--- src/rtl/core/uer_pkg.sv ---
package uer_pkg;

	// Default build values
	localparam int SENSOR_COUNT_DEF = 4;
	localparam int TIMER_BITS_DEF   = 24;

	// Register and field widths
	localparam int TEMP_W     = 8;
	localparam int TRIG_W     = 16;
	localparam int GAP_W      = 24;
	localparam int CNT_W      = 24;
	localparam int DIST_W     = 26;
	localparam int CFG_IDX_W  = 2;
	localparam int CFG_DATA_W = 24;

	// Register indexes on the configuration channel
	localparam logic [CFG_IDX_W-1:0] REG_TEMP = 2'd0;
	localparam logic [CFG_IDX_W-1:0] REG_TRIG = 2'd1;
	localparam logic [CFG_IDX_W-1:0] REG_GAP  = 2'd2;

	// Register reset values
	localparam logic [TEMP_W-1:0] TEMP_RST = 8'd20;
	localparam logic [TRIG_W-1:0] TRIG_RST = 16'd400;
	localparam logic [GAP_W-1:0]  GAP_RST  = 24'd2000000;

	// Speed of sound term: 3315 + 6 * temperature, always fits 12 bits
	localparam int SPEED_W       = 12;
	localparam int SPEED_BASE    = 3315;
	localparam int SPEED_PER_DEG = 6;

	// Divide by 1600 = shift by 6, then divide by 25 through a reciprocal.
	// Quotients at or above 2^26 saturate, so the reciprocal only sees
	// values below 25 * 2^26, which fit 31 bits.
	localparam int             DIV_SHIFT   = 6;
	localparam int             RECIP_IN_W  = 31;
	localparam int             RECIP_SHIFT = 36;
	localparam logic [31:0]    RECIP_MUL   = 32'd2748779070;
	localparam logic [63:0]    SAT_LIMIT   = 64'd25 << DIST_W;
	localparam logic [DIST_W-1:0] DIST_MAX = {DIST_W{1'b1}};

	// Live configuration as seen by the datapath
	typedef struct packed {
		logic [SPEED_W-1:0] speed;
		logic [TRIG_W-1:0]  trig_lim;
		logic [GAP_W-1:0]   gap_lim;
	} uer_cfg_t;

endpackage

--- src/rtl/core/uer_scale.sv ---
module uer_scale import uer_pkg::*; #(
	parameter int TIMER_BITS = TIMER_BITS_DEF,
	parameter int META_W     = 7
) (
	input  logic                  clk,
	input  logic                  arst_n,
	input  logic                  valid_s1,
	output logic                  ready_s1,
	input  logic [META_W-1:0]     meta_s1,
	input  logic [TIMER_BITS-1:0] ticks_s1,
	input  logic [SPEED_W-1:0]    speed,
	output logic                  valid_s4,
	input  logic                  ready_s4,
	output logic [META_W-1:0]     meta_s4,
	output logic [DIST_W-1:0]     dist_s4
);

	localparam int PROD_W  = TIMER_BITS + SPEED_W;
	localparam int SHIFT_W = PROD_W - DIV_SHIFT;
	localparam int RPROD_W = RECIP_IN_W + 32;

	logic                 valid_s2, valid_s3;
	logic                 ready_s2, ready_s3;
	logic [META_W-1:0]    meta_s2, meta_s3;
	logic [PROD_W-1:0]    prod_s2;
	logic [SHIFT_W-1:0]   shifted;
	logic                 sat_s3;
	logic [RPROD_W-1:0]   recip_s3;

	// Each stage takes a new item when empty or when it moves on
	assign ready_s3 = !valid_s4 || ready_s4;
	assign ready_s2 = !valid_s3 || ready_s3;
	assign ready_s1 = !valid_s2 || ready_s2;

	always_ff @(posedge clk or negedge arst_n) begin
		if (!arst_n) begin
			valid_s2 <= 1'b0;
			valid_s3 <= 1'b0;
			valid_s4 <= 1'b0;
		end else begin
			if (ready_s1) valid_s2 <= valid_s1;
			if (ready_s2) valid_s3 <= valid_s2;
			if (ready_s3) valid_s4 <= valid_s3;
		end
	end

	// Stage 2: ticks times speed term
	always_ff @(posedge clk) begin
		if (ready_s1 && valid_s1) begin
			meta_s2 <= meta_s1;
			prod_s2 <= PROD_W'(ticks_s1) * PROD_W'(speed);
		end
	end

	// Stage 3: drop the factor 64, flag overflow, multiply by reciprocal of 25
	assign shifted = prod_s2[PROD_W-1:DIV_SHIFT];

	always_ff @(posedge clk) begin
		if (ready_s2 && valid_s2) begin
			meta_s3  <= meta_s2;
			sat_s3   <= 64'(shifted) >= SAT_LIMIT;
			recip_s3 <= RPROD_W'(RECIP_IN_W'(shifted)) * RPROD_W'(RECIP_MUL);
		end
	end

	// Stage 4: take the quotient or saturate
	always_ff @(posedge clk) begin
		if (ready_s3 && valid_s3) begin
			meta_s4 <= meta_s3;
			dist_s4 <= sat_s3 ? DIST_MAX : recip_s3[RECIP_SHIFT +: DIST_W];
		end
	end

endmodule

--- config.mk ---
export PLATFORM = sky130hd
export DESIGN_NAME = uer_scale
export DESIGN_NICKNAME = d
export VERILOG_FILES = /design/src/rtl/core/uer_pkg.sv /design/src/rtl/core/uer_scale.sv
export SDC_FILE = /design/constraint.sdc
export NUM_CORES = 2
export LEC_CHECK = 0
export ABC_AREA = 1
export BUFFER_PORTS_ARGS = -buffer_cell sky130_fd_sc_hd__buf_2
export CAP_MARGIN = 25
export CORE_UTILIZATION = 32
export DETAILED_ROUTE_END_ITERATION = 16
export PLACE_DENSITY = 0.51
export SYNTH_ARGS = -nofsm -noshare
export SYNTH_HDL_FRONTEND = slang
export SYNTH_SLANG_ARGS = --single-unit
--- constraint.sdc ---
create_clock -name clk -period 7.6 [get_ports clk]
set_input_delay 1.9 -clock clk [delete_from_list [all_inputs] [get_ports clk]]
set_output_delay 1.9 -clock clk [all_outputs]
set_load 0.05 [all_outputs]
* Word level (Yosys, flattened, before mapping) *
Index checks and enable logic that the tools add are counted.
W data, S select, Z words.

storage, ports and cells
  register bits after elaboration = 147
  bits in latches = 0
  memory bits (writable) = 0
  memory bits (read-only) = 0
  input port bits = 47
  output and inout bits = 35
  logic and storage cells = 20
  memories = 0

operators by class
  add/sub/neg operators = 0
  $mul = 2
  div/mod/pow operators = 0
  $lt $le $gt $ge = 0
  equality and inequality tests = 0
  shifts and indexed selects = 0
  muxes and demuxes = 0
  bitwise gates (word level) = 0
  reduce and logical (&&, ||, !) cells = 9

operator list
  kind                      number
  $mul A30 B31 Y61 const B  1
  $mul A24 B12 Y36          1
  $logic_and A1 B1 Y1       3
  $logic_not A1 Y1          3
  $logic_or A1 B1 Y1        3

* Longest topological paths before layout *
  depth in word-level cells = 5
  mapped depth = 28
  mapped depth without buffers = 28

* Worst setup path before layout *
No wires, ideal clock.

  path type = input to register
  from = input port speed[3]
  to = register prod_s2[35] (data pin)
  data arrival time = 6.030 ns
  slack = 1.318 ns
  stages on the path = 21
  path buffers = 1
  path through = clkbuf_1 nand2_1 fa_1 inv_1 fa_1 inv_1 fa_1 inv_1 fa_1 inv_1 fa_1 inv_1 ha_1 a21oi_1 o21ai_0 a21oi_1 nor2_1 nor2_1 nand2_1 nand2_1 nand2_1

on the way
  word-level cells in the longest chain between the ends = 1

RTL lines
  item                  RTL line         text
  start, declared       uer_scale.sv:11  input logic [SPEED_W-1:0] speed,
  $mul A24 B12 Y36      uer_scale.sv:51  prod_s2 <= PROD_W'(ticks_s1) * PROD_W'(speed);
  end signal, assigned  uer_scale.sv:51
  end, declared         uer_scale.sv:25  logic [PROD_W-1:0] prod_s2;

No other way between the ends.
A chain may end at the register's enable or synchronous reset.

* Worst setup path after layout *
  from = register prod_s2[21]
  to = register recip_s3[46] (data pin)

on the way
  word-level cells in the longest chain between the ends = 1

RTL lines
  item                  RTL line         text
  $mul A30 B31 Y61      uer_scale.sv:62  recip_s3 <= RPROD_W'(RECIP_IN_W'(shifted)) * RPROD_W'(RECIP_MUL);
  end signal, assigned  uer_scale.sv:62
  end, declared         uer_scale.sv:28  logic [RPROD_W-1:0] recip_s3;

No other way between the ends.

==> results.md <==
* Tmin final at 6.865 ns
* Leading area contributor after synthesis: fa_1
* Post-cts resize count at 0
* Mapped Cells at 3536
* Number of port buffers at 81
* Placed cells at 4760
* Post-synth top area share at between 30 and 40%
* Drt pass-1 iters at 7
* DR iter-0 viols at 1207
* # IOs at 82
* Vias/cell at 4.513
* Total Routed Length at 82230 um
* Rows at 110
* Final hold vios at 0
* Avg WL per Cell at 17.22 um
* Storage cell area at approximately 3200 um^2
* Vias in the first global route at 23090
* Longest Clk Path Bufs at 2
* FILL cells at 9564
* Final Cell Area at 31360 um^2
* RSZ-0062 raised after global routing: no
* Total global routing overflow at 0
* Worst-path clk slew at approximately 0.080 ns
* CTS tree: yes
* Critical Path AT at 7.02 ns
* Max frequency at 145.7 MHz
* Top cells by area, synth: fa_1, ha_1, inv_1, nand2_1, edfxtp_1
* Status: completed
* Die ar. at 92620 um^2
* Gr usage total at about 18%
* Clock Skews at 0.008694 ns
* HPWL after DPL at 73690 um
* Antenna cells at 0
* Htree depth at 3
* Distinct cells, synth at 29
* Max-Cap Viols at 0
* Antenna violations before repair at 0
* Ys flop type: edfxtp_1
* Sequential fraction of the synthesis area at 10.83%
* Layout cells sized above 1 at 3.472%
* Post-CTS Setup Bufs at 0
* Synthesized cell area at 29250 um^2
* Most numerous cell in the Yosys netlist: inv_1
* CTS hold repair buffers at 0
* EDFF count, synth at 103
* NumNets Final at 4609
* Mapped Nets at between 4000 and 5000
* Number of routed nets with antenna violations at 0
* Post-layout util at 34.74%
* Placed inst area at 31080 um^2
* Startpoint types: flip-flop
* First-pass GRT wire length at 131100 um
* Die X at approximately 300 um
* Clock sink total at ~110
* Post-Route Setup TNS at 0 ns
* Non-filler cells, final at around 4800
* Avg Cell Area, Syn at 8.272 um^2
* Synth async-reset ratio at 2.830%
* Clock Tree Root: clkbuf_16
* Worst Path Required at 7.75 ns
* Crit end category: flip-flop
* Num CTS Buffers at 9
* Setup-failing EPs final at 0
* Largest net degree at the start of global routing at 38
* RePlAce Congestion at 0.9457
* YS warnings at 0
* Area of the multi-input gates at around 22000 um^2
* Post-route clock period utilization at 90.33%
* #FFs+latches synth at 106
* Core Region at 90290 um^2
* P&R area growth vs syn at 7.221%
* Pins Over Slew Limit at 0
* Slew headroom at 58.91%
* Max FO, Critical Path at 6
* Vias at 21550
* Post-synth top cells: inv_1, nand2_1, fa_1
* Initial Util at 32.40%
* Die Y at a little over 300 um
* Slew at the pin with the worst max-slew slack at 0.6163 ns
* WS Path Type: reg2reg
* # DRC at 0
* Worst Hold Class: reg2reg
* Clock latency on the worst-skew pair at around 0.39 ns
[final cells by class]
class	instances	area share [%]
tap	1176	4.692
timing repair buffer	96	1.692
sequential	106	10.10
multi-input combinational	2297	69.64
clock inverter	5	0.1476
clock buffer	11	0.7421
inverter	1085	12.99
[cells by family after synthesis]
logic type | count (synthesis) | share of synthesized area [%]
AOI/OAI and AO/OA | 171 | 3.157
xor gates and xnor gates | 21 | 0.6288
adders and majority gates | 967 | 55.48
buffers and inverters | 1133 | 14.54
DFF | 106 | 10.83
and+or+nand+nor | 1138 | 15.36
[stage by stage]
stage          setup slack (ns)  hold slack, ns
5_1_grt                  0.4236          0.4335
6_report                 0.7346          0.4192
3_5_place_dp             0.7464          0.4045
4_1_cts                  0.7509          0.4219
2_1_floorplan             1.318          0.4003
3_3_place_gp             0.7685          0.4016
[layer usage]
metal | GRT usage, % | part of all wire, % | vias to the layer above
met4 | 2.737 | 1.1 | 0
met2 | 32.00 | 48 | 419
met5 | 0 | 0 | -
met1 | 25.00 | 46 | 10650
met3 | 2.431 | 4.7 | 38
li1 | - | - | 10450
[flip-flops by register name (all words and copies together) (netlist names), 7 cells and up]
name,cells
dist_s4,26
meta_s2,7
meta_s4,7
meta_s3,7
recip_s3,26
prod_s2,30
[worst max-delay path: stages, from the launching register on]
cell and delay, ns:
edfxtp_1 0.64, fa_1 0.89, inv_1 0.11, fa_1 0.38, inv_1 0.09, fa_1 0.42, fa_1 0.55, inv_1 0.05
fa_1 0.48, inv_1 0.05, fa_1 0.49, inv_1 0.05, fa_1 0.47, inv_1 0.05, ha_1 0.27, ha_1 0.38
nand2_1 0.12, nor2_1 0.29, inv_1 0.13, nor2_2 0.19, nand2_1 0.11, nor3_1 0.14, nand2_1 0.10, nand4_1 0.09
nand2_1 0.06
[path summary, 6_finish.rpt]
kind / from / endpoint / slack (ns) / cells after the start
setup / recovery: prod_s2[21] / recip_s3[46] / 0.73 / 24
hold / removal: recip_s3[38] / dist_s4[2] / 0.42 / 0
setup reg to reg: prod_s2[21] / recip_s3[46] / 0.73 / 24
hold reg to reg: recip_s3[38] / dist_s4[2] / 0.42 / 0
max in group asynchronous: arst_n / valid_s4 / 6.19 / 1
min in group asynchronous: arst_n / valid_s2 / 1.30 / 1
[placed cells by master, fill, tap and decap left out, types with 17 or more instances in the layout]
cell and count:
edfxtp_1 103, nor2_1 153, xor2_1 17, a21oi_1 99
ha_1 417, inv_1 1085, o21ai_0 43, fa_1 550
nand2_1 855, buf_2 81, nand3_1 75
Power is left out: the tool's default activity adds up to more than one toggle a clock period on the data nets, which glitch-free logic cannot reach.
