## config.mk

```make
export PLATFORM = sky130hd
export DESIGN_NAME = uer_seq_flat
export DESIGN_NICKNAME = d
export VERILOG_FILES = /design/src/rtl/core/uer_pkg.sv /design/src/rtl/core/uer_if.sv /design/src/rtl/core/uer_seq.sv /design/src/flat_wrapper.sv
export SDC_FILE = /design/constraint.sdc
export NUM_CORES = 1
export LEC_CHECK = 0
export ABC_CLOCK_PERIOD_IN_PS = 3800
export BUFFER_PORTS_ARGS = -buffer_cell sky130_fd_sc_hd__clkbuf_2
export CELL_PAD_IN_SITES_DETAIL_PLACEMENT = 0
export CELL_PAD_IN_SITES_GLOBAL_PLACEMENT = 1
export CORE_AREA = 2 2 123 125
export CTS_CLUSTER_DIAMETER = 40
export DETAILED_ROUTE_END_ITERATION = 6
export DIE_AREA = 0 0 125 127
export HOLD_SLACK_MARGIN = 0.03
export PLACE_DENSITY_LB_ADDON = 0.3
export SKIP_LAST_GASP = 1
export SYNTH_ARGS = -nofsm -noshare
export SYNTH_HDL_FRONTEND = slang
export SYNTH_SLANG_ARGS = --single-unit
```

## constraint.sdc

```tcl
create_clock -name clk -period 3.8 [get_ports clk]
set_input_delay 0.38 -clock clk [delete_from_list [all_inputs] [get_ports clk]]
set_output_delay 0.38 -clock clk [all_outputs]
set_load 0.1 [all_outputs]
```

## src/rtl/core/uer_pkg.sv

```systemverilog
package uer_pkg;

	// Default build values
	localparam int SENSOR_COUNT_DEF = 4;
	localparam int TIMER_BITS_DEF   = 24;

	// Register and field widths
	localparam int TEMP_W     = 8;
	localparam int TRIG_W     = 16;
	localparam int GAP_W      = 24;
	localparam int CNT_W      = 24;
	localparam int DIST_W     = 26;
	localparam int CFG_IDX_W  = 2;
	localparam int CFG_DATA_W = 24;

	// Register indexes on the configuration channel
	localparam logic [CFG_IDX_W-1:0] REG_TEMP = 2'd0;
	localparam logic [CFG_IDX_W-1:0] REG_TRIG = 2'd1;
	localparam logic [CFG_IDX_W-1:0] REG_GAP  = 2'd2;

	// Register reset values
	localparam logic [TEMP_W-1:0] TEMP_RST = 8'd20;
	localparam logic [TRIG_W-1:0] TRIG_RST = 16'd400;
	localparam logic [GAP_W-1:0]  GAP_RST  = 24'd2000000;

	// Speed of sound term: 3315 + 6 * temperature, always fits 12 bits
	localparam int SPEED_W       = 12;
	localparam int SPEED_BASE    = 3315;
	localparam int SPEED_PER_DEG = 6;

	// Divide by 1600 = shift by 6, then divide by 25 through a reciprocal.
	// Quotients at or above 2^26 saturate, so the reciprocal only sees
	// values below 25 * 2^26, which fit 31 bits.
	localparam int             DIV_SHIFT   = 6;
	localparam int             RECIP_IN_W  = 31;
	localparam int             RECIP_SHIFT = 36;
	localparam logic [31:0]    RECIP_MUL   = 32'd2748779070;
	localparam logic [63:0]    SAT_LIMIT   = 64'd25 << DIST_W;
	localparam logic [DIST_W-1:0] DIST_MAX = {DIST_W{1'b1}};

	// Live configuration as seen by the datapath
	typedef struct packed {
		logic [SPEED_W-1:0] speed;
		logic [TRIG_W-1:0]  trig_lim;
		logic [GAP_W-1:0]   gap_lim;
	} uer_cfg_t;

endpackage

```

## src/rtl/core/uer_if.sv

```systemverilog
interface uer_tick_if #(
	parameter int SENSOR_COUNT = 4
);
	logic                    valid;
	logic                    ready;
	logic [SENSOR_COUNT-1:0] echo_levels;

	modport source (output valid, output echo_levels, input ready);
	modport sink   (input valid, input echo_levels, output ready);
endinterface


```

## src/rtl/core/uer_seq.sv

```systemverilog
module uer_seq import uer_pkg::*; #(
	parameter int SENSOR_COUNT = SENSOR_COUNT_DEF,
	parameter int TIMER_BITS   = TIMER_BITS_DEF,
	parameter int META_W       = SENSOR_COUNT + 1 + $clog2(SENSOR_COUNT)
) (
	input  logic                  clk,
	input  logic                  arst_n,
	uer_tick_if.sink              tick,
	input  uer_cfg_t              cfg_live,
	output logic                  valid_s1,
	input  logic                  ready_s1,
	output logic [META_W-1:0]     meta_s1,
	output logic [TIMER_BITS-1:0] ticks_s1
);

	localparam int IDX_W = $clog2(SENSOR_COUNT);

	localparam logic [1:0] PH_TRIGGER   = 2'd0;
	localparam logic [1:0] PH_WAIT_RISE = 2'd1;
	localparam logic [1:0] PH_MEASURE   = 2'd2;
	localparam logic [1:0] PH_GAP       = 2'd3;

	localparam logic [TIMER_BITS-1:0] TIMER_MAX = {TIMER_BITS{1'b1}};

	logic [1:0]              phase_q, phase_d;
	logic [IDX_W-1:0]        sensor_q, sensor_d, sensor_next;
	logic [CNT_W-1:0]        count_q, count_d, count_inc;
	logic [SENSOR_COUNT-1:0] prev_q;
	logic [TIMER_BITS-1:0]   timer_q, timer_d, timer_inc;
	logic                    now_high, was_high, hit;
	logic [SENSOR_COUNT-1:0] drive;
	logic                    take;

	logic [SENSOR_COUNT-1:0] drive_s1;
	logic                    hit_s1;
	logic [IDX_W-1:0]        sensor_s1;

	assign tick.ready = !valid_s1 || ready_s1;
	assign take       = tick.valid && tick.ready;

	assign now_high    = tick.echo_levels[sensor_q];
	assign was_high    = prev_q[sensor_q];
	assign count_inc   = count_q + CNT_W'(1);
	assign timer_inc   = (timer_q == TIMER_MAX) ? timer_q : timer_q + TIMER_BITS'(1);
	assign sensor_next = (sensor_q == IDX_W'(SENSOR_COUNT - 1)) ? '0 : sensor_q + IDX_W'(1);

	// Next sensor state for this tick
	always_comb begin
		phase_d  = phase_q;
		sensor_d = sensor_q;
		count_d  = count_q;
		timer_d  = timer_q;
		hit      = 1'b0;
		drive    = '0;
		case (phase_q)
			PH_WAIT_RISE: begin
				if (now_high && !was_high) begin
					timer_d = '0;
					phase_d = PH_MEASURE;
				end
			end
			PH_MEASURE: begin
				timer_d = timer_inc;
				if (!now_high && was_high) begin
					hit     = 1'b1;
					phase_d = PH_GAP;
					count_d = '0;
				end
			end
			PH_GAP: begin
				count_d = count_inc;
				if (count_inc >= cfg_live.gap_lim) begin
					sensor_d = sensor_next;
					phase_d  = PH_TRIGGER;
					count_d  = '0;
				end
			end
			default: begin
				drive   = SENSOR_COUNT'(1) << sensor_q;
				count_d = count_inc;
				if (count_inc >= CNT_W'(cfg_live.trig_lim)) begin
					phase_d = PH_WAIT_RISE;
					count_d = '0;
				end
			end
		endcase
	end

	// Advance state on each transfer
	always_ff @(posedge clk or negedge arst_n) begin
		if (!arst_n) begin
			phase_q  <= PH_TRIGGER;
			sensor_q <= '0;
			count_q  <= '0;
			prev_q   <= '0;
			timer_q  <= '0;
		end else if (take) begin
			phase_q  <= phase_d;
			sensor_q <= sensor_d;
			count_q  <= count_d;
			prev_q   <= tick.echo_levels;
			timer_q  <= timer_d;
		end
	end

	// Stage 1 valid
	always_ff @(posedge clk or negedge arst_n) begin
		if (!arst_n) begin
			valid_s1 <= 1'b0;
		end else if (tick.ready) begin
			valid_s1 <= tick.valid;
		end
	end

	// Stage 1 payload; zero ticks when no echo ends so the distance is zero
	always_ff @(posedge clk) begin
		if (take) begin
			drive_s1  <= drive;
			hit_s1    <= hit;
			sensor_s1 <= sensor_q;
			ticks_s1  <= hit ? timer_inc : '0;
		end
	end

	assign meta_s1 = {drive_s1, hit_s1, sensor_s1};

endmodule

```

## src/flat_wrapper.sv

```systemverilog
// flat-port wrapper written by rule: the top's interface ports become plain ports
module uer_seq_flat import uer_pkg::*;
#(
	parameter int SENSOR_COUNT = SENSOR_COUNT_DEF,
	parameter int TIMER_BITS   = TIMER_BITS_DEF,
	parameter int META_W       = SENSOR_COUNT + 1 + $clog2(SENSOR_COUNT)
)
  (clk, arst_n, cfg_live, valid_s1, ready_s1, meta_s1, ticks_s1, tick_valid, tick_echo_levels, tick_ready);
  uer_tick_if #(.SENSOR_COUNT(SENSOR_COUNT)) tick_i ();
  input  logic clk;
  input  logic arst_n;
  input  uer_cfg_t cfg_live;
  output logic valid_s1;
  input  logic ready_s1;
  output logic [META_W-1:0] meta_s1;
  output logic [TIMER_BITS-1:0] ticks_s1;
  input wire logic [$bits(tick_i.valid)-1:0] tick_valid;
  input wire logic [$bits(tick_i.echo_levels)-1:0] tick_echo_levels;
  output wire logic [$bits(tick_i.ready)-1:0] tick_ready;
  assign tick_i.valid = tick_valid;
  assign tick_i.echo_levels = tick_echo_levels;
  assign tick_ready = tick_i.ready;
  uer_seq #(.SENSOR_COUNT(SENSOR_COUNT), .TIMER_BITS(TIMER_BITS), .META_W(META_W)) u_core (.clk(clk), .arst_n(arst_n), .tick(tick_i), .cfg_live(cfg_live), .valid_s1(valid_s1), .ready_s1(ready_s1), .meta_s1(meta_s1), .ticks_s1(ticks_s1));
endmodule
```

; Yosys cells after proc, flatten, opt, wreduce, memory -nomap -nowiden
; Cells that the tools add are included.
[classes]
add_sub_neg = 3
n_mul = 0
n_div = 0
magnitude_cmp = 3
eq_ne = 8
shift = 1
mux = 19
bitwise_logic = 1
n_reduce_logical = 14
[ops]
columns = op, n
row1 = 2-to-1 mux 24 bit, 5
row2 = one-hot mux 24 bit (3 select lines), 1
row3 = "adder 24 x 1 -> 24 bit, second input constant", 2
row4 = one-hot mux 24 bit (2 select lines), 1
row5 = "== test 24 bit, second input constant", 1
row6 = greater-or-equal comparator 24 x 16 -> 1 bit, 1
row7 = greater-or-equal comparator 24 bit, 1
row8 = 2-to-1 mux 2 bit, 5
row9 = AND reduction 3 bit, 3
row10 = "== test 2 bit, second input constant", 3
row11 = "!= test 2 x 1 -> 1 bit, second input constant", 3
row12 = one-hot mux 2 bit (3 select lines), 1
row13 = AND reduction 5 bit, 1
row14 = binary-select mux 1 bit (select 2 bit), 2
row15 = 2-to-1 mux 1 bit, 4
row16 = nonzero test 4 bit, 1
row17 = "left shift 1 x 2 -> 4 bit, first input constant", 1
row18 = logical AND 1 bit, 3
row19 = logical NOT 1 bit, 3
row20 = "less-than comparator 2 x 3 -> 1 bit, second input constant", 1
row21 = OR reduction 3 bit, 1
row22 = "adder 2 x 1 -> 2 bit, second input constant", 1
row23 = "== test 2 x 1 -> 1 bit, second input constant", 1
row24 = nonzero test 2 bit, 1
row25 = other kinds (2), 2
[word_totals]
ff_bits = 88
latchBits = 0
ram_bits = 0
mem_bits_ro = 0
input_bits = 60
out_inout_bits = 33
wordCells = 59
n_memories = 0

; Depth between registers and ports, before layout
[logic_depth]
word_depth = 6
mapped_depth = 15
depth_no_buf = 14

; Worst setup path before layout
; Ideal clock, no wire load.
[synth_path]
path_type = reg-to-reg
start = register u_core.count_q[0]
end = register u_core.count_q[19]
setup_time_ns = 0.071
arrival_ns = 3.547
setup_slack_ns = 0.182
stages_incl_launch_ff = 16
path_buffers = 1
path_cell_list = dfrtp_1 > ha_1 > nand3_1 > nor2_1 > nand3_1 > nor2_1 > xor2_1 > ha_1 > a21oi_1 > nand2_1 > a211o_1 > or3_1 > nor4_2 > a311oi_4 > buf_6 > nor2_1
[synth_via]
elab_chain_len = 4
word_cells_on_any_way = 6
cone_classes = add/sub (1) / order compare (2) / mux (3)
[synth_rtl]
columns = item, line
row1 = "start, declared", uer_seq.sv:27  ; logic [CNT_W-1:0] count_q, count_d, count_inc;
row2 = "start signal, assigned", uer_seq.sv:100  ; count_q <= count_d;
row3 = adder 24 x 1 -> 24 bit *, uer_seq.sv:43  ; assign count_inc = count_q + CNT_W'(1);
row4 = greater-or-equal comparator 24 x 16 -> 1 bit or greater-or-equal comparator 24 bit (tied branches), "uer_seq.sv:81, uer_seq.sv:72"
row5 = "2-to-1 mux 24 bit, on equally long branches", "uer_seq.sv:81, uer_seq.sv:72"
row6 = one-hot mux 24 bit (3 select lines) *, uer_seq.sv:55  ; case (phase_q)
; Mark *: on every way between the ends. The rest lies on a longest branch, timed or not.
; A chain may end at the register's enable or synchronous reset.

; Worst setup path after layout
[layout_path]
start = register u_core.count_q[0]
end = register u_core.count_q[1]
; Same word-level chain as after synthesis.

==> impl_metrics.toml <==
[sta]
max_slew.worst_pin.slew_ps = 906
final.period_utilization_pct = 93.7
final.setup_skew_ps = 8.55
postLayoutSetupSlackWorst_ps = 239
maxClockFrequency_mhz = 281
finalSetupViolCount = 0
setup_tns_ps = 0
hold_viol = 0
finalMaxSlewViolations = 0
finalWorstPathRequiredPeriod_ps = 3560
slew_headroom_pct = 39.1

[drt]
routed_wirelength_mm = 12.4
number_of_vias_per_cell = 5.14
remaining_drc_errors = 0
antenna_viol_nets_final = 0
drt_first_iter_violations = 251
detailroute.via_count = 4603
post_drt_wl_per_cell_um = 13.9
detailedRoute.firstPassIterationCount = 5

[floorplan]
die_area_mm2 = 0.0159
die_w_um = 125
floorplan.initialDensity_pct = 39.5
row_count = 44
ioPinCount = 93
die_height_um = 127
core_area_mm2 = 0.0144

[yosys]
sequential_area_share_after_synthesis_pct = 41.4
synth_enable_flop_cells = 31
synth_area_mm2 = 0.00570
ys_async_sr_fraction_pct = 64.8
postSynth.topFlopCell = "sky130_fd_sc_hd__dfrtp_1"
postSynthNetCount = 715
synth_cell_type_count = 53
yosys_register_bits = 88
yosys_warnings = 0
syn-instance-count = 607
synthesized_area_per_cell_um2 = 9.38

[global_routing]
groute.usage.overall_pct = 16.6
first_global_vias = 4486
grt_pass1_wl_mm = 21.5
global_route.overflow_total = 0
antenna_violations_before_repair = 0
grt_max_degree = 42

[clock_tree]
cts_inserted_buffers = 9
postCtsSetupRepairBufs = 0
tritoncts = "yes"
cts-hold-fix-buffers = 0
clk_latency_ps = 340
cts_max_path_buffers = 2
htree_num_levels = 3
cts_resized = 0
cts.sink_count = 88
ctsRootBufferMaster = "sky130_fd_sc_hd__clkbuf_16"
clk_pin_slew_ps = 60

[run_status]
run_status = "finished, final reports clean"

[worst_setup_path]
cp-start-kind = "register"
r2r_slack_ps = 240
setup.worst_path.class = "reg -> reg"
regToRegEndpoint = "u_core.count_q[1]"
path_delay_family = "simple AND/OR/NAND/NOR gates"
regToRegStartpoint = "u_core.count_q[0]"
endpoint = "u_core.count_q[1]"
timing.critical_path.cells = "ha_1, nand3_1, or4_4, nor2_2, xor2_1, ha_1, nand4_1, nor3_2, buf_4, o211ai_1, a21oi_1, buf_4, nor2_1, a311oi_4, buf_12, nor3_1"
worstSetupEndpointType = "register"
r2r.worst_path.cells = 16
max_stage_delay_ps = 550
critical_path_depth = 16
worst_ep_required_time_ps = 4030
cpMaxStageDelayCell = "sky130_fd_sc_hd__or4_4"
worst-endpoint-arrival_ps = 3790
critical_path_startpoint = "u_core.count_q[0]"
timing.critical_path.buf_inv = 3
critical_path.max_fanout = 19

[cells_and_area]
most-common-layout-cells = "85 x sky130_fd_sc_hd__nor2_1, 80 x sky130_fd_sc_hd__clkbuf_2, 57 x sky130_fd_sc_hd__dfrtp_1"
layout-area-overhead-vs-synth_pct = 19.2
fin_cells = 895
drive_above_1_share_pct = 20.4
num_antenna_cells = 0
filler_cell_count = 1418
finished_cell_area_mm2 = 0.00679
finish.net_count = 814
most_common_cell_after_layout_fill_and_taps_aside = "sky130_fd_sc_hd__nor2_1"

[pwr]
vdd_drop_max_mv = 0.293
static-leakage-power_nw = 3.19
power_mw = 3.31
power.density_cell_area_mw_per_mm2 = 488

[place]
dp_hpwl_mm = 9.27
buffer_ports.inserted = 80
placement.cell_area_mm2 = 0.00646
detailedPlace.worstSlack_ps = 132
gpl.final_weighted_congestion = 0.793
dpl.cell_count = 879

[worst_hold_path]
hold_path_class = "in -> async"

[job]
max_cap_violations = 0
[worst register-to-register path: stages (launching register included)]
cell,delay [ps]
sky130_fd_sc_hd__dfrtp_1,400
sky130_fd_sc_hd__ha_1,190
sky130_fd_sc_hd__nand3_1,140
sky130_fd_sc_hd__or4_4,550
sky130_fd_sc_hd__nor2_2,160
sky130_fd_sc_hd__xor2_1,80
sky130_fd_sc_hd__ha_1,280
sky130_fd_sc_hd__nand4_1,130
sky130_fd_sc_hd__nor3_2,280
sky130_fd_sc_hd__buf_4,160
sky130_fd_sc_hd__o211ai_1,110
sky130_fd_sc_hd__a21oi_1,150
sky130_fd_sc_hd__buf_4,140
sky130_fd_sc_hd__nor2_1,70
sky130_fd_sc_hd__a311oi_4,340
sky130_fd_sc_hd__buf_12,200
sky130_fd_sc_hd__nor3_1,80
[synthesized netlist by cell type, types with 5 or more instances]
library cell / number / area, µm²
sky130_fd_sc_hd__edfxtp_1: 31 / 931
sky130_fd_sc_hd__clkbuf_1: 16 / 60.1
sky130_fd_sc_hd__nor2_1: 88 / 330
sky130_fd_sc_hd__nand2_1: 46 / 173
sky130_fd_sc_hd__inv_1: 46 / 173
sky130_fd_sc_hd__o41ai_1: 6 / 52.6
sky130_fd_sc_hd__dfrtp_1: 57 / 1430
sky130_fd_sc_hd__nand3_1: 22 / 110
sky130_fd_sc_hd__xor2_1: 27 / 236
sky130_fd_sc_hd__nand4_1: 16 / 100
sky130_fd_sc_hd__nor3_1: 8 / 40.0
sky130_fd_sc_hd__xnor2_1: 38 / 333
sky130_fd_sc_hd__ha_1: 48 / 601
sky130_fd_sc_hd__and2_1: 5 / 31.3
sky130_fd_sc_hd__mux2_2: 5 / 56.3
sky130_fd_sc_hd__a21oi_1: 24 / 120
sky130_fd_sc_hd__o21ai_0: 34 / 170
sky130_fd_sc_hd__and3_1: 12 / 75.1
sky130_fd_sc_hd__o31ai_1: 11 / 82.6
sky130_fd_sc_hd__nand2b_1: 8 / 50.1
[flip-flops by register name, indices dropped and copies added, names as in the netlist, 2 cells and up]
signal / flops
u_core.prev_q: 4
u_core.sensor_q: 2
u_core.timer_q: 24
u_core.ticks_s1: 24
u_core.drive_s1: 4
u_core.phase_q: 2
u_core.sensor_s1: 2
u_core.count_q: 24
[metal layers]
metal	vias up	share of wire [%]	GRT usage (%)
met5	-	0	0
li1	2315	-	-
met3	15	4.8	3.31
met4	0	1.6	5.36
met2	111	44	25.7
met1	2162	49	23.4
[through the flow]
step / hold WS (ps) / utilization, %
final: 20.1 / 47.1
after detailed placement: 397 / 44.8
after global routing: 41.1 / 47.1
after floorplan: 84.4 / -
after CTS: 34.7 / 46.8
after global placement: 395 / 44.8
[where the power goes]
| group | switching, mW | internal (mW) |
|---|---|---|
| combinational | 0.733 | 0.462 |
| clock | 0.369 | 0.527 |
| sequential | 0.120 | 1.10 |
| total | 1.22 | 2.09 |
[logic make-up after synthesis]
group	Yosys count	share of synthesized area, %
compound gates	103	11.7
xor+xnor	66	10.5
fa+ha+maj	48	10.5
buf+inv	68	4.92
flops	88	41.4
mux	10	2.31
simple gates	224	18.7
[worst min-delay path by stage]
| stage | startpoint | endpoint | slack, ps | cells past startpoint |
|---|---|---|---|---|
| after global routing | arst_n | u_core.count_q[1] | 40 | 1 |
| after floorplan | arst_n | u_core.count_q[0] | 80 | 0 |
| after CTS | arst_n | u_core.count_q[1] | 30 | 1 |
| after global placement | arst_n | u_core.count_q[11] | 400 | 1 |
| after detailed placement | arst_n | u_core.count_q[11] | 400 | 1 |
| final | arst_n | u_core.count_q[11] | 20 | 1 |
[cell type report]
type | instances | area (µm²) | share of cell area, %
Multi-Input combinational cell | 451 | 3090 | 45.5
Sequential cell | 88 | 2360 | 34.7
Timing Repair Buffer | 110 | 638 | 9.40
Clock buffer | 11 | 243 | 3.58
Tap cell | 184 | 230 | 3.39
Inverter | 46 | 173 | 2.54
Clock inverter | 5 | 56.3 | 0.830
Note: power is estimated with default switching activity, not from simulation.
